==> src/rtl/core/bounded_byte_stream_fifo_top_macros.svh <==
// Assertion macros shared by the byte stream FIFO modules.
// Depends on a clk and an active-low rst_n in the using module.
`ifndef BOUNDED_BYTE_STREAM_FIFO_TOP_MACROS_SVH
`define BOUNDED_BYTE_STREAM_FIFO_TOP_MACROS_SVH

// Check a condition at every edge outside reset.
`define BBSF_ASSERT(lbl, cond, msg) \
  lbl: assert property (@(posedge clk) disable iff (!rst_n) (cond)) else $error(msg);

// Check that a trigger is followed by a condition in the cycle after it.
`define BBSF_ASSERT_NEXT(lbl, pre, post, msg) \
  lbl: assert property (@(posedge clk) disable iff (!rst_n) (pre) |=> (post)) else $error(msg);

`endif

==> src/rtl/core/bbsf_pkg.sv <==
// Types and constants for the bounded byte stream FIFO.
// No dependencies; used by bbsf_ctrl and bounded_byte_stream_fifo_top.
package bbsf_pkg;

  localparam int CNT_W   = 13;
  localparam int TOTAL_W = 48;
  localparam int BYTE_W  = 8;
  localparam int OP_W    = 2;

  localparam logic [CNT_W-1:0] CAP_RESET = 13'd4096;

  localparam logic [OP_W-1:0] OP_PUSH  = 2'd0;
  localparam logic [OP_W-1:0] OP_POP   = 2'd1;
  localparam logic [OP_W-1:0] OP_CLOSE = 2'd2;
  localparam logic [OP_W-1:0] OP_ERROR = 2'd3;

  typedef struct packed {
    logic [OP_W-1:0]   operation;
    logic [BYTE_W-1:0] data_byte;
    logic [CNT_W-1:0]  pop_count;
  } in_item_t;

  typedef struct packed {
    logic               accepted;
    logic               head_valid;
    logic [BYTE_W-1:0]  head_byte;
    logic [CNT_W-1:0]   buffered_count;
    logic [CNT_W-1:0]   free_count;
    logic [TOTAL_W-1:0] pushed_total;
    logic [TOTAL_W-1:0] popped_total;
    logic               closed;
    logic               finished;
    logic               error_flag;
  } out_item_t;

  // Status of one transfer, everything but the head byte from memory.
  typedef struct packed {
    logic               accepted;
    logic               head_valid;
    logic [CNT_W-1:0]   buffered_count;
    logic [CNT_W-1:0]   free_count;
    logic [TOTAL_W-1:0] pushed_total;
    logic [TOTAL_W-1:0] popped_total;
    logic               closed;
    logic               finished;
    logic               error_flag;
  } stat_t;

endpackage

==> src/rtl/core/bbsf_ctrl.sv <==
// Pointer, count, total and flag update for the byte stream FIFO.
// Depends on bbsf_pkg and the assertion macro header.
`include "bounded_byte_stream_fifo_top_macros.svh"

module bbsf_ctrl #(
  parameter int DEPTH = 4096,
  parameter int AW    = $clog2(DEPTH)
) (
  input  logic                         clk,
  input  logic                         rst_n,
  input  logic                         cfg_wr_en,
  input  logic [bbsf_pkg::CNT_W-1:0]   cfg_wr_data,
  input  logic                         item_acc,
  input  bbsf_pkg::in_item_t           item,
  output logic                         mem_wr_en,
  output logic [AW-1:0]                mem_wr_addr,
  output logic [bbsf_pkg::BYTE_W-1:0]  mem_wr_data,
  output logic                         mem_rd_en,
  output logic [AW-1:0]                mem_rd_addr,
  output bbsf_pkg::stat_t              stat
);
  import bbsf_pkg::*;

  logic [CNT_W-1:0]   cap_r;
  logic [AW-1:0]      rd_r, rd_nxt;
  logic [AW-1:0]      wr_r, wr_nxt;
  logic [CNT_W-1:0]   held_r, held_nxt;
  logic [TOTAL_W-1:0] pushed_r, pushed_nxt;
  logic [TOTAL_W-1:0] popped_r, popped_nxt;
  logic               closed_r, closed_nxt;
  logic               error_r, error_nxt;
  stat_t              stat_r, stat_nxt;

  logic [CNT_W-1:0]   cap_eff;
  logic               push_ok;
  logic [CNT_W-1:0]   pop_n;
  logic [CNT_W-1:0]   free_nxt;

  function automatic logic [AW-1:0] wrap_add(input logic [AW-1:0] p,
                                             input logic [CNT_W-1:0] n);
    logic [AW:0] s;
    s = (AW+1)'(p) + (AW+1)'(n);
    if (s >= (AW+1)'(DEPTH)) begin
      s = s - (AW+1)'(DEPTH);
    end
    return s[AW-1:0];
  endfunction

  always_comb begin
    cap_eff = (32'(cap_r) > DEPTH) ? CNT_W'(DEPTH) : cap_r;
    push_ok = (item.operation == OP_PUSH) && !closed_r && (held_r < cap_eff);
    pop_n   = (item.pop_count < held_r) ? item.pop_count : held_r;

    rd_nxt     = rd_r;
    wr_nxt     = wr_r;
    held_nxt   = held_r;
    pushed_nxt = pushed_r;
    popped_nxt = popped_r;
    closed_nxt = closed_r;
    error_nxt  = error_r;

    case (item.operation)
      OP_PUSH: begin
        if (push_ok) begin
          wr_nxt     = wrap_add(wr_r, CNT_W'(1));
          held_nxt   = held_r + CNT_W'(1);
          pushed_nxt = pushed_r + TOTAL_W'(1);
        end
      end
      OP_POP: begin
        rd_nxt     = wrap_add(rd_r, pop_n);
        held_nxt   = held_r - pop_n;
        popped_nxt = popped_r + TOTAL_W'(pop_n);
      end
      OP_CLOSE: closed_nxt = 1'b1;
      OP_ERROR: error_nxt  = 1'b1;
      default: ;
    endcase

    free_nxt = (cap_eff > held_nxt) ? (cap_eff - held_nxt) : '0;

    stat_nxt.accepted       = push_ok;
    stat_nxt.head_valid     = (held_nxt != '0);
    stat_nxt.buffered_count = held_nxt;
    stat_nxt.free_count     = free_nxt;
    stat_nxt.pushed_total   = pushed_nxt;
    stat_nxt.popped_total   = popped_nxt;
    stat_nxt.closed         = closed_nxt;
    stat_nxt.finished       = closed_nxt && (held_nxt == '0);
    stat_nxt.error_flag     = error_nxt;
  end

  always_ff @(posedge clk) begin
    if (!rst_n) begin
      cap_r <= CAP_RESET;
    end else if (cfg_wr_en) begin
      cap_r <= cfg_wr_data;
    end
  end

  always_ff @(posedge clk) begin
    if (!rst_n) begin
      rd_r     <= '0;
      wr_r     <= '0;
      held_r   <= '0;
      pushed_r <= '0;
      popped_r <= '0;
      closed_r <= 1'b0;
      error_r  <= 1'b0;
    end else if (item_acc) begin
      rd_r     <= rd_nxt;
      wr_r     <= wr_nxt;
      held_r   <= held_nxt;
      pushed_r <= pushed_nxt;
      popped_r <= popped_nxt;
      closed_r <= closed_nxt;
      error_r  <= error_nxt;
    end
  end

  always_ff @(posedge clk) begin
    if (item_acc) begin
      stat_r <= stat_nxt;
    end
  end

  // Read the head at the pointer left by this transfer.
  assign mem_wr_en   = item_acc && push_ok;
  assign mem_wr_addr = wr_r;
  assign mem_wr_data = item.data_byte;
  assign mem_rd_en   = item_acc;
  assign mem_rd_addr = rd_nxt;
  assign stat        = stat_r;

  `BBSF_ASSERT(a_held_bound, 32'(held_r) <= DEPTH, "held count exceeds depth")
  `BBSF_ASSERT(a_no_write_closed, !(mem_wr_en && closed_r), "write after close")
  `BBSF_ASSERT_NEXT(a_push_total, mem_wr_en,
                    pushed_r == $past(pushed_r) + TOTAL_W'(1), "pushed total did not advance")

endmodule

==> config.mk <==
export PLATFORM = sky130hd
export DESIGN_NAME = bbsf_ctrl
export DESIGN_NICKNAME = d
export VERILOG_FILES = /design/src/rtl/core/bbsf_pkg.sv /design/src/rtl/core/bbsf_ctrl.sv
export VERILOG_INCLUDE_DIRS = /design/src /design/src/rtl/core
export SDC_FILE = /design/constraint.sdc
export NUM_CORES = 1
export LEC_CHECK = 0
export ABC_AREA = 1
export ABC_CLOCK_PERIOD_IN_PS = 9300
export BUFFER_PORTS_ARGS = -buffer_cell sky130_fd_sc_hd__buf_2
export CELL_PAD_IN_SITES_DETAIL_PLACEMENT = 0
export CELL_PAD_IN_SITES_GLOBAL_PLACEMENT = 2
export CORE_MARGIN = 2
export CORE_UTILIZATION = 36
export CTS_CLUSTER_DIAMETER = 200
export DETAILED_ROUTE_END_ITERATION = 10
export HOLD_SLACK_MARGIN = 0.06
export PLACE_DENSITY = 0.82
export SYNTH_ARGS = -nofsm -noshare
export SYNTH_HDL_FRONTEND = slang
export SYNTH_SLANG_ARGS = --single-unit
==> constraint.sdc <==
create_clock -name clk -period 9.3 [get_ports clk]
set_input_delay 1.86 -clock clk [delete_from_list [all_inputs] [get_ports clk]]
set_output_delay 1.86 -clock clk [all_outputs]
set_load 0.01 [all_outputs]
After elaboration in Yosys (flattened, before gate mapping)
Index checks and enable logic that the tools add are counted.
{"block": "classes", "addsub": 9, "eq_ne": 3, "n_lt_le_gt_ge": 6, "n_mux": 12, "reduce_logical": 9}
{"operator": "2-to-1 mux 48 bit", "count": 3}
{"operator": "adder 48 x 1 -> 48 bit, second input constant", "count": 1}
{"operator": "adder 48 x 13 -> 48 bit", "count": 1}
{"operator": "2-to-1 mux 13 bit", "count": 3}
{"operator": "2-to-1 mux 12 bit", "count": 3}
{"operator": ">= comparator 13 bit, second input constant", "count": 2}
{"operator": "less-than comparator 13 bit", "count": 2}
{"operator": "case mux 13 bit (2 select lines)", "count": 1}
{"operator": "subtractor 13 bit", "count": 2}
{"operator": "subtractor 12 x 1 -> 12 bit, second input constant", "count": 2}
{"operator": "adder 12 x 1 -> 13 bit, second input constant", "count": 1}
{"operator": "adder 12 x 13 -> 13 bit", "count": 1}
{"operator": "adder 13 x 1 -> 13 bit, second input constant", "count": 1}
{"operator": "greater-than comparator 13 bit", "count": 1}
{"operator": "greater-than comparator 13 bit, second input constant", "count": 1}
{"operator": "zero test 13 bit", "count": 1}
{"operator": "nonzero test 13 bit", "count": 1}
{"operator": "equality test 2 bit, second input constant", "count": 2}
{"operator": "logical AND 1 bit", "count": 4}
{"operator": "AND reduction 3 bit", "count": 1}
{"operator": "equality test 2 x 1 -> 1 bit, second input constant", "count": 1}
{"operator": "zero test 2 bit", "count": 1}
{"operator": "2-to-1 mux 1 bit", "count": 2}
{"operator": "zero test 1 bit", "count": 1}
{"block": "totals", "reg_bits": 275, "elab_cells": 56, "input_bits": 40}

Logic depth before layout (Yosys ltp)
Gate-level depths: netlist (run 1).
{"block": "logic_depth", "word_depth": 8, "ltp_mapped": 35, "ltp_nobuf": 33}

Worst setup path before layout (run 1)
Ideal clock, no wire load.
{"block": "synth_path", "path_type": "input to output", "start": "input item[12] (netlist name)", "end": "output mem_rd_addr[9]", "stages": 19, "path_slack_ns": 2.807, "arrival_ns": 4.633, "cell_sequence": "ha_1 > a21oi_1 > o21ai_0 > nor2_1 > nand2_1 > clkbuf_1 > o21ai_0 > ha_1 > nand3_1 > nand3_1 > nand2_1 > nand2_1 > a21oi_1 > o21ai_0 > nand2_1 > nand2_1 > nand2_1 > nand3_1 > nand2_1"}
{"block": "synth_via", "elab_chain_len": 6}
{"element": "start, declared", "line_no": "bbsf_ctrl.sv:14", "source": "input bbsf_pkg::in_item_t item,"}
{"element": "less-than comparator 13 bit", "line_no": "bbsf_ctrl.sv:52", "source": "pop_n = (item.pop_count < held_r) ? item.pop_count : held_r;"}
{"element": "2-to-1 mux 13 bit (*)", "line_no": "bbsf_ctrl.sv:52"}
{"element": "adder 12 x 13 -> 13 bit (*)", "line_no": "bbsf_ctrl.sv:42", "source": "s = (AW+1)'(p) + (AW+1)'(n);"}
{"element": "subtractor 12 x 1 -> 12 bit / >= comparator 13 bit (equally long branches)", "line_no": "bbsf_ctrl.sv:44, bbsf_ctrl.sv:43"}
{"element": "2-to-1 mux 12 bit (*)", "line_no": "bbsf_ctrl.sv:43", "source": "if (s >= (AW+1)'(DEPTH)) begin"}
{"element": "2-to-1 mux 12 bit (*)", "line_no": "bbsf_ctrl.sv:62", "source": "case (item.operation)"}
{"element": "end, declared", "line_no": "bbsf_ctrl.sv:19", "source": "output logic [AW-1:0] mem_rd_addr,"}
Mark *: on every way between the ends. The rest lies on a longest branch, timed or not.

Final worst setup path (run 1)
{"block": "layout_path", "start": "input item[2] (netlist name)", "end": "output mem_rd_addr[9]"}
Same word-level chain as after synthesis.

==> results of run 1 <==
synthesized netlist by cell type (4+ instances only):
| library cell | n | area share [%] |
|---|---|---|
| xnor2_1 | 11 | 0.59 |
| dfxtp_1 | 148 | 18 |
| o21bai_1 | 6 | 0.28 |
| clkbuf_1 | 55 | 1.3 |
| fa_1 | 4 | 0.49 |
| o211ai_1 | 4 | 0.18 |
| a21o_1 | 6 | 0.28 |
| buf_4 | 11 | 0.51 |
| nand2_1 | 443 | 10 |
| buf_1 | 4 | 0.092 |
| nor2_2 | 4 | 0.15 |
| nor2_1 | 219 | 5.0 |
| ha_1 | 76 | 5.8 |
| nand4_1 | 46 | 1.8 |
| xor2_1 | 84 | 4.5 |
| or2_2 | 8 | 0.31 |
| nor4_1 | 8 | 0.31 |
| nor3_1 | 46 | 1.4 |
| a31oi_1 | 4 | 0.15 |
| nand3_1 | 119 | 3.6 |
| inv_1 | 395 | 9.1 |
| o22ai_1 | 4 | 0.15 |
| edfxtp_1 | 127 | 23 |
| o21ai_0 | 193 | 5.9 |
| a21oi_1 | 163 | 5.0 |
worst paths after layout:
kind	from	to	slack (ns)	cells past startpoint
setup reg to reg	held_r[7]	stat[107]	2.56	26
hold reg to reg	mem_wr_addr[4]	mem_wr_addr[4]	0.48	2
setup / recovery	item[2]	mem_rd_addr[9]	1.78	22
hold / removal	mem_wr_addr[4]	mem_wr_addr[4]	0.48	2
through the flow:
step	hold slack [ns]	cells	area, um^2	utilization (%)	power, mW
5_1_grt	0.514	2998	18800	41.8	3.72
6_report	0.477	2998	18800	41.8	3.51
3_3_place_gp	0.468	2936	17800	39.4	2.24
2_1_floorplan	0.453	2216	16300	-	1.98
3_5_place_dp	0.475	2936	17800	39.4	2.25
4_1_cts	0.482	2998	18800	41.8	3.56
final cells by class:
| class | count | area share (%) |
|---|---|---|
| Tap cell | 600 | 3.99 |
| Clock buffer | 49 | 4.97 |
| Sequential cell | 275 | 36.0 |
| Timing Repair Buffer | 193 | 5.28 |
| Inverter | 399 | 7.98 |
| Clock inverter | 13 | 0.711 |
| Multi-Input combinational cell | 1469 | 41.1 |
flip-flops by register name (all words and copies together), names as in the netlist:
name,count
pushed_r,48
stat,127
error_r,1
mem_wr_addr,12
held_r,13
rd_r,12
cap_r,13
popped_r,48
closed_r,1
per-layer routing:
| metal | vias up | track usage (%) |
|---|---|---|
| met4 | 0 | 6.12 |
| met5 | - | 0 |
| li1 | 7482 | - |
| met2 | 308 | 34.0 |
| met1 | 6692 | 28.4 |
| met3 | 78 | 3.66 |
kinds of logic (layout without fill, tap and decap cells):
logic type | count (synthesis) | after routing | synth area share, %
and+or+nand+nor | 905 | 905 | 23.6
buffers and inverters | 472 | 654 | 11.2
AOI/OAI and AO/OA | 389 | 389 | 12.4
DFF | 275 | 275 | 41.5
xor gates and xnor gates | 95 | 95 | 5.09
adders and majority gates | 80 | 80 | 6.31
report_power, final:
group	internal (mW)	switching [mW]
Sequential	1.38	0.0694
Clock	0.761	0.528
Combinational	0.258	0.512
Total	2.40	1.11
critical path, stage by stage:
cell and delay [ns]:
buf_2 0.11, ha_1 0.30, nand2_1 0.06, inv_1 0.03, o21ai_0 0.15, nand3_1 0.11
nand2_1 0.09, nand2_1 0.40, o21ai_0 0.90, ha_1 0.38, nand3_1 0.08, nand3_1 0.13
nand2_1 0.11, nand2_1 0.05, a21oi_1 0.20, o21ai_0 0.16, nand2_1 0.12, nand2_1 0.06
nand2_1 0.05, nand3_1 0.07, nand2_1 0.11, buf_2 0.13
cell usage in the layout, fill, tap and decap left out, types with 4 or more instances in the layout:
master	instances
edfxtp_1	127
a21oi_1	163
buf_2	183
nor2_2	4
a31oi_1	4
o21ai_0	193
fa_1	4
buf_4	9
a21o_1	6
clkbuf_16	34
nor2_1	218
xor2_1	84
ha_1	76
nor3_1	46
or2_2	8
o22ai_1	4
inv_1	393
clkinv_1	6
o21bai_1	6
nand4_1	46
nand3_1	119
xnor2_1	11
dfxtp_1	148
clkbuf_1	12
o211ai_1	4
nor4_1	8
nand2_1	443
==> summary.md, run 1 <==
| Metric | Value |
|---|---|
| #FFs+latches synth | `275` |
| DRC | `0` |
| Syn_nets | `2336` |
| RSZ-0062 raised after global routing | `no` |
| Final GP Congestion | `0.866` |
| Crit share post-route | `around four fifths` |
| Clock Sink Count | `275` |
| Final max-slew violation count | `0` |
| Layout net count | `2492` |
| Placement Setup Slack | `between 1.5 and 2 ns` |
| First-pass GRT wire length | `77.1 mm` |
| Mapped Cells | `2216` |
| Die area | `47100 um^2` |
| Worst slew margin | `34.9%` |
| Uppermost layer routed | `met4` |
| Yosys cell types | `43` |
| GR Overflow Total | `0` |
| Layout cells sized above 1 | `11.1%` |
| Postcts setup bufs | `0` |
| Chip Height | `about 220 um` |
| TNS Setup | `0 ns` |
| Post-CTS sizing | `0` |
| Setup crit start kind | `primary input` |
| Ys flop type | `dfxtp_1` |
| CTS tree | `built` |
| Worst Hold Class | `reg2reg` |
| Rows | `around 80` |
| Clk_lat worst skew | `0.55 ns` |
| Crit path max fanout | `26` |
| Wl on met1 | `23.3 mm` |
| Hold Fails Final Rpt | `0` |
| Clock buffer depth | `3` |
| Fmax | `133 MHz` |
| Final wirelength | `49.7 mm` |
| Ant. Diodes | `0` |
| Synth warn | `0` |
| Avg Inst Size Synth | `7.37 um^2` |
| Largest net degree at the start of global routing | `94` |
| 1st-iter DRT viols | `995` |
| Sequential share of the synthesized area | `about two fifths` |
| Initial antenna violation count | `0` |
| Leak | `9.06 nW` |
| ANT nets after route | `0` |
| GRT Util Overall | `20.9%` |
| Cts hold-fix bufs | `0` |
| Multi-input logic area | `between 7000 and 8000 um^2` |
| Status | `finished, final reports clean` |
| Final setup fails | `0` |
| Placeable Area | `45100 um^2` |
| Port-buffer cells | `184` |
| Vias in the first global route | `13800` |
| Critical path type | `in2out` |
| Root Buffer | `clkbuf_16` |
| Routed wl met3 | `2.45 mm` |
| H-tree depth | `2` |
| Starting Density | `36.2%` |
| Via count | `14600` |
| Least-Margin Pin Slew | `0.976 ns` |
| TritonRoute pass-1 iters | `5` |
| Area Growth Syn to Fin | `15.3%` |
| Power Density | `186 nW/um^2` |
| EDFF count, synth | `127` |
| Vias/cell | `4.86` |
| Worst endpoint required time | `7.44 ns` |
| Post-Syn Area | `16300 um^2` |
| Met2 routed WL | `22.7 mm` |
| IO Pins | `201` |
| Ys async rst share | `0%` |
| Min Tclk post-route | `7.52 ns` |
| Skew final | `0.0200 ns` |
| DP Wirelength | `36.4 mm` |
| Crit. End Element | `output pin` |
| Worst VDD drop | `about 0.00014 V` |
| Register area | `6780 um^2` |
| Die Span X | `217 um` |
| CTS clk-pin slew, worst paths | `0.05 ns` |
| Fin worst setup slack | `1.78 ns` |
| Filler cells | `4792` |
| Crit path arrival time | `5.66 ns` |
| TritonCTS Buffers | `34` |
| Routed length per instance | `~17 um` |
| Max-Cap Viols | `0` |
No activity file was read; power rests on OpenSTA's default activity.
==> run 2: changes to the inputs <==
--- a/config.mk
+++ b/config.mk
@@ -7,16 +7,16 @@
 export NUM_CORES = 1
 export LEC_CHECK = 0
 export ABC_AREA = 1
-export ABC_CLOCK_PERIOD_IN_PS = 9300
+export ABC_CLOCK_PERIOD_IN_PS = 7030
 export BUFFER_PORTS_ARGS = -buffer_cell sky130_fd_sc_hd__buf_2
 export CELL_PAD_IN_SITES_DETAIL_PLACEMENT = 0
 export CELL_PAD_IN_SITES_GLOBAL_PLACEMENT = 2
 export CORE_MARGIN = 2
-export CORE_UTILIZATION = 36
+export CORE_UTILIZATION = 34
 export CTS_CLUSTER_DIAMETER = 200
 export DETAILED_ROUTE_END_ITERATION = 10
 export HOLD_SLACK_MARGIN = 0.06
-export PLACE_DENSITY = 0.82
+export PLACE_DENSITY = 0.78
 export SYNTH_ARGS = -nofsm -noshare
 export SYNTH_HDL_FRONTEND = slang
 export SYNTH_SLANG_ARGS = --single-unit
==> constraint.sdc (replaced) <==
create_clock -name clk -period 7.03 [get_ports clk]
set_input_delay 1.406 -clock clk [delete_from_list [all_inputs] [get_ports clk]]
set_output_delay 1.406 -clock clk [all_outputs]
set_load 0.01 [all_outputs]
==> run 2 against run 1 <==
  * Final cell count grew 1.4%
  * Worst setup slack worse by 1.2 ns
  * Cell area rose by 1.7%
  * Routed wire length up 3.3%
  * Critical path depth is 5 higher
  * Register-to-register slack got worse by 1.8 ns
  * Worst hold slack improved by 0.0046 ns
  * Sequential power up 31%
  * Largest cell class unchanged
==> summary.md, run 2 (synthesis gave the netlist of run 1 again) <==
| Metric | Value |
|---|---|
| Status | `finished, final reports clean` |
| Skew final | `0.0239 ns (+0.00393 ns)` |
| Die area | `49800 um^2 (+5.8%)` |
| Worst endpoint required time | `7.42 ns (-0.02 ns)` |
| Max-Cap Viols | `0 (unchanged)` |
| CTS tree | `built` |
| Layout cells sized above 1 | `12.3% (+1.2 points)` |
| Placed Area | `18000 um^2 (+1.1%)` |
| Least-Margin Pin Slew | `1.09 ns (+0.113 ns)` |
| Leak | `9.25 nW (+2.0%)` |
| Worst Hold Class | `reg2reg` |
| Fmax | `154 MHz` |
| H-tree depth | `2 (unchanged)` |
| Starting Density | `34.4% (-1.9 points)` |
| Placeable Area | `47500 um^2 (+5.5%)` |
| Critical path type | `in2reg` |
| Die Span X | `223 um (+2.8%)` |
| ANT nets after route | `0 (unchanged)` |
| Crit path arrival time | `6.89 ns (+1.23 ns)` |
| Worst slew margin | `27.4% (-7.5 points)` |
| Fin Hold WS | `0.482 ns (+0.00457 ns)` |
| Crit share post-route | `92.4%` |
| Placed cells | `2975 (+1.3%)` |
| Vias/cell | `4.81 (-0.92%)` |
| Final max-slew violation count | `0 (unchanged)` |
| TritonRoute pass-1 iters | `5 (unchanged)` |
| Worst reg-to-reg path cell count | `29 (+12%)` |
| Power Density | `254 nW/um^2 (+36%)` |
| Filler cells | `4992 (+4.2%)` |
| Routed length per instance | `16.9 um (+1.9%)` |
| IO Pins | `201 (unchanged)` |
| Largest net degree at the start of global routing | `121 (+29%)` |
| Commonest non-fill, non-tap cell in the layout | `nand2_1` |
| Layout net count | `2517 (+1.0%)` |
| Clock buffer depth | `3 (unchanged)` |
| Initial antenna violation count | `1 (+1)` |
| CTS clk-pin slew, worst paths | `0.06 ns (about the same)` |
| GR Overflow Total | `0 (unchanged)` |
| Post-CTS sizing | `0 (unchanged)` |
| Final wirelength | `51.4 mm (+3.3%)` |
| Port-buffer cells | `184 (unchanged)` |
| Ant. Diodes | `0 (unchanged)` |
| Most frequent cells in the layout | `nand2_1 (443), inv_1 (393), nor2_1 (218), o21ai_0 (192), buf_2 (183)` |
| DP Wirelength | `37.5 mm (+3.1%)` |
| Worst hold stages | `2 (unchanged)` |
| Root Buffer | `clkbuf_16` |
| Area Growth Syn to Fin | `17.3%` |
| Worst VDD drop | `0.000149 V (+5.9%)` |
| Clk_lat worst skew | `0.55 ns (about the same)` |
| RSZ-0062 raised after global routing | `no` |
| Final GP Congestion | `0.868 (+0.31%)` |
| 1st-iter DRT viols | `878 (-12%)` |
| GRT Util Overall | `20.3% (-0.56 points)` |
| Crit. End Element | `register` |
| Setup crit start kind | `primary input` |
| Hold Fails Final Rpt | `0 (unchanged)` |
| Crit path max fanout | `16 (-38%)` |
| Final setup fails | `0 (unchanged)` |
| Min Tclk post-route | `6.50 ns` |
| DRC | `0 (unchanged)` |
| Clock Sink Count | `275 (unchanged)` |
| Post-route cell area | `19200 um^2 (+1.7%)` |
| TNS Setup | `0 ns (unchanged)` |
| Cts hold-fix bufs | `0 (unchanged)` |
| First-pass GRT wire length | `79.0 mm (+2.5%)` |
| Rows | `80 (+2.6%)` |
| TritonCTS Buffers | `35 (+2.9%)` |
| Postcts setup bufs | `0 (unchanged)` |
| Fin cells | `3039 (+1.4%)` |
| Via count | `14600 (+0.44%)` |
| Max reg flops | `127 (unchanged)` |
| Final core occ | `40.3% (-1.5 points)` |
| Vias in the first global route | `14000 (+1.5%)` |
| Chip Height | `223 um (+2.8%)` |
[run 2: cell count changes in the layout (fill, tap and decap cells not counted), moves of 2 or more]
cell	delta
clkbuf_8	-2
clkinv_1	-2
clkbuf_16	+2
clkinv_2	+6
bufinv_16	+3
clkbuf_1	-5
buf_4	+24
[run 2: report_power, final]
part / total (mW) / switching (mW) / internal (mW)
Clock: 1.88 / 0.738 / 1.14
Sequential: 1.90 / 0.0692 / 1.83
Combinational: 1.09 / 0.722 / 0.368
Total: 4.86 / 1.53 / 3.33
[run 2: worst paths after layout]
kind / endpoint / from / slack [ns]
hold reg to reg: mem_wr_addr[8] / mem_wr_addr[8] / 0.48
setup reg to reg: stat[111] / held_r[1] / 0.74
setup / recovery: stat[111] / item[12] / 0.53
hold / removal: mem_wr_addr[8] / mem_wr_addr[8] / 0.48
[run 2: critical path: stages]
cell and delay (ns):
buf_2 0.12, ha_1 0.33, a21oi_1 0.15, o21ai_0 0.09, nor2_1 0.14, nand2_1 0.27, buf_4 0.28, o21ai_1 0.42
ha_1 0.31, inv_1 0.08, fa_1 0.47, a21oi_1 0.17, o21ai_0 0.15, o21ai_0 0.11, inv_1 0.07, nand2_1 0.20
inv_1 0.08, ha_1 0.35, nand2_1 0.06, o21ai_0 0.57, nand4_1 0.16, nand4_1 0.21, a21oi_1 0.11, o21bai_1 0.16
o21ai_0 0.10, buf_4 0.18, a21oi_1 0.13
[run 2: layout make-up]
class	count	area, um^2	share of cell area (%)
inverters	399	1510	7.86
multi-input cells	1469	7740	40.4
repair buffers	217	1170	6.13
clock buffers	44	941	4.91
well taps	615	769	4.02
flip-flops and latches	275	6780	35.4
clock inverters	20	245	1.28
[run 2: through the flow]
| step | power [mW] | setup WS [ns] |
|---|---|---|
| finish | 4.86 | 0.534 |
| global route | 5.13 | 0.132 |
| CTS | 4.93 | 0.373 |
| detailed placement | 3.02 | -0.207 |
| global placement | 3.02 | -0.210 |
| floorplan | 2.62 | 1.04 |
[run 2: metal layers]
metal  part of all wire (%)  track usage (%)  routed length [um]
met1                     48             27.7               24400
met2                     46             33.6               23700
met3                    4.2             3.11                2140
met4                    2.2             5.56                1140
met5                      0                0                   0
==> run 3: changes to the inputs <==
--- a/config.mk
+++ b/config.mk
@@ -7,11 +7,11 @@
 export NUM_CORES = 1
 export LEC_CHECK = 0
 export ABC_AREA = 1
-export ABC_CLOCK_PERIOD_IN_PS = 7030
+export ABC_CLOCK_PERIOD_IN_PS = 6700
 export BUFFER_PORTS_ARGS = -buffer_cell sky130_fd_sc_hd__buf_2
 export CELL_PAD_IN_SITES_DETAIL_PLACEMENT = 0
 export CELL_PAD_IN_SITES_GLOBAL_PLACEMENT = 2
-export CORE_MARGIN = 2
+export CORE_MARGIN = 5
 export CORE_UTILIZATION = 34
 export CTS_CLUSTER_DIAMETER = 200
 export DETAILED_ROUTE_END_ITERATION = 10
==> constraint.sdc (replaced) <==
create_clock -name clk -period 6.7 [get_ports clk]
set_input_delay 1.34 -clock clk [delete_from_list [all_inputs] [get_ports clk]]
set_output_delay 1.34 -clock clk [all_outputs]
set_load 0.01 [all_outputs]
==> run 3 against run 2 <==
  * Routed wire length fell by 0.53%
  * Sequential share of layout area about the same
  * Die area rose by 5.4%
  * Via count rose by 0.33%
  * Clock skew down 0.0054 ns
  * Sequential power rose by 5%
  * Final cell count about the same
  * Register-to-register slack better by 0.15 ns
==> summary.md, run 3 (synthesis gave the netlist of run 1 again) <==
| Metric | Value |
|---|---|
| Placed cells | `2977 (+0.067%)` |
| IO Pins | `201 (unchanged)` |
| Layout cells sized above 1 | `12.3% (+0.046 points)` |
| Worst reg-to-reg path cell count | `28 (-3.4%)` |
| Status | `finished, final reports clean` |
| Most frequent cells in the layout | `nand2_1 (443), inv_1 (393), nor2_1 (218), o21ai_0 (193), buf_2 (183)` |
| Skew final | `0.0184 ns (-0.00545 ns)` |
| Final wirelength | `51.1 mm (-0.53%)` |
| Largest net degree at the start of global routing | `121 (unchanged)` |
| Placed Area | `18000 um^2 (about the same)` |
| Cts hold-fix bufs | `0 (unchanged)` |
| Crit share post-route | `87.9%` |
| Placeable Area | `47600 um^2 (+0.21%)` |
| Fin worst setup slack | `0.812 ns (+0.277 ns)` |
| Most common cell type on the critical path | `nand2_1` |
| DRC | `0 (unchanged)` |
| CTS tree | `built` |
| RSZ-0062 raised after global routing | `no` |
| Layout net count | `2518 (+0.040%)` |
| Min Tclk post-route | `between 5 and 6 ns` |
| Fin cells | `3038 (-0.033%)` |
| Worst R2R Start | `held_r[2]` |
| Commonest non-fill, non-tap cell in the layout | `nand2_1` |
| Critical path type | `in2out` |
| TritonCTS Buffers | `34 (-2.9%)` |
| Least-Margin Pin Slew | `1.09 ns (+0.000202 ns)` |
| Total chip power | `5.05 mW (+3.8%)` |
| Power Density | `264 nW/um^2 (+3.9%)` |
| Ant. Diodes | `0 (unchanged)` |
| Post-CTS sizing | `0 (unchanged)` |
| Placement Setup Slack | `0.222 ns (+0.429 ns)` |
| End of the critical path | `mem_rd_addr[9]` |
| Largest stage delay on the critical path | `0.42 ns (-0.15 ns)` |
| Root Buffer | `clkbuf_16` |
| Die Span X | `229 um (+2.7%)` |
| Max-Cap Viols | `0 (unchanged)` |
| Clk_lat worst skew | `0.54 ns (about the same)` |
| Slowest cell on the critical path | `ha_1` |
| Worst endpoint required time | `5.36 ns (-2.06 ns)` |
| CTS clk-pin slew, worst paths | `0.06 ns (about the same)` |
| TritonRoute pass-1 iters | `5 (unchanged)` |
| Max reg flops | `127 (unchanged)` |
| Worst VDD drop | `0.000192 V (+29%)` |
| Crit path max fanout | `23 (+7)` |
| First-pass GRT wire length | `80.3 mm (+1.5%)` |
| Vias/cell | `4.83 (+0.36%)` |
| TNS Setup | `0 ns (unchanged)` |
| GR Overflow Total | `0 (unchanged)` |
| Worst slew margin | `27.4% (about the same)` |
| CP Buf/Inv Count | `3 (-3)` |
| Final setup fails | `0 (unchanged)` |
| Crit path arrival time | `4.55 ns (-2.34 ns)` |
| Starting Density | `34.3% (-0.072 points)` |
| Via count | `14700 (+0.33%)` |
| GRT Util Overall | `18.9% (-1.4 points)` |
| Post-route cell area | `19100 um^2 (-0.11%)` |
| Largest delay share family, worst path | `simple AND/OR/NAND/NOR gates` |
| Die area | `52500 um^2 (+5.4%)` |
| Chip Height | `229 um (+2.7%)` |
| Leak | `9.25 nW (about the same)` |
| R2r endpoint | `stat[111]` |
| Crit. End Element | `output pin` |
| Hold Fails Final Rpt | `0 (unchanged)` |
| Vias in the first global route | `14300 (+1.8%)` |
| WP depth | `21 (-22%)` |
| Initial antenna violation count | `0 (-1)` |
| FF-to-FF setup slack | `0.89 ns (+0.15 ns)` |
| Final GP Congestion | `0.879 (+1.2%)` |
| Worst Hold Class | `reg2reg` |
| Clock Sink Count | `275 (unchanged)` |
| Rows | `80 (unchanged)` |
| Final max-slew violation count | `0 (unchanged)` |
| Critical Path Source | `item[12]` |
| Fmax | `170 MHz` |
| H-tree depth | `2 (unchanged)` |
| Area Growth Syn to Fin | `17.1%` |
| 1st-iter DRT viols | `813 (-7.4%)` |
| Clock buffer depth | `3 (unchanged)` |
| Routed length per instance | `16.8 um (-0.50%)` |
| Setup crit start kind | `primary input` |
| ANT nets after route | `0 (unchanged)` |
| Postcts setup bufs | `0 (unchanged)` |
| DP Wirelength | `38.2 mm (+2.0%)` |
| Port-buffer cells | `184 (unchanged)` |
| Critical Path, Cell by Cell | `buf_2, ha_1, a21oi_1, o21ai_0, nor2_1, nand2_1, buf_4, nand2_1, o21ai_0, ha_1, nand3_1, nand3_1, nand2_1, nand2_1, a21oi_1, o21ai_0, nand2_1, nand3_1, nand3_1, nand2_1, buf_2` |
[run 3: worst min path at each step]
stage / startpoint / to / slack (ns) / cells past startpoint
final: mem_wr_addr[8] / mem_wr_addr[8] / 0.48 / 2
after global routing: cap_r[5] / cap_r[5] / 0.51 / 2
after global placement: mem_wr_addr[4] / mem_wr_addr[4] / 0.47 / 2
after CTS: mem_wr_addr[4] / mem_wr_addr[4] / 0.49 / 2
after floorplan: cap_r[3] / cap_r[3] / 0.45 / 2
after detailed placement: mem_wr_addr[4] / mem_wr_addr[4] / 0.48 / 2
[run 3: final cells by class]
cell class,count,area [um^2]
Timing Repair Buffer,219,1190
Inverter,399,1510
Fill cell,4957,28500
Clock buffer,42,911
Clock inverter,19,239
Tap cell,615,769
Sequential cell,275,6780
Multi-Input combinational cell,1469,7740
[run 3: worst register-to-register path, delay by kind of cell, from the launching register on]
family / cells / cell delay (ns)
simple gates: 13 / 1.76
fa+ha+maj: 4 / 1.44
compound gates: 6 / 1.12
buf+inv: 5 / 0.65
flops: 1 / 0.61
[run 3: routing by layer]
layer  GRT usage [%]  vias up  wire [um]
li1                -     7531          -
met1            25.5     6834      24400
met2            32.0      254      23800
met3            3.31       53       2090
met4            4.19        0        881
met5               0        -          0
[run 3: power by group]
part / internal [mW] / switching [mW]
Clock: 1.17 / 0.762
Combinational: 0.387 / 0.739
Sequential: 1.92 / 0.0763
[run 3: per-stage QoR]
stage	util, %	hold WS (ns)
finish	40.2	0.483
global route	40.2	0.505
CTS	40.2	0.487
detailed placement	37.7	0.477
global placement	37.7	0.466
floorplan	-	0.453
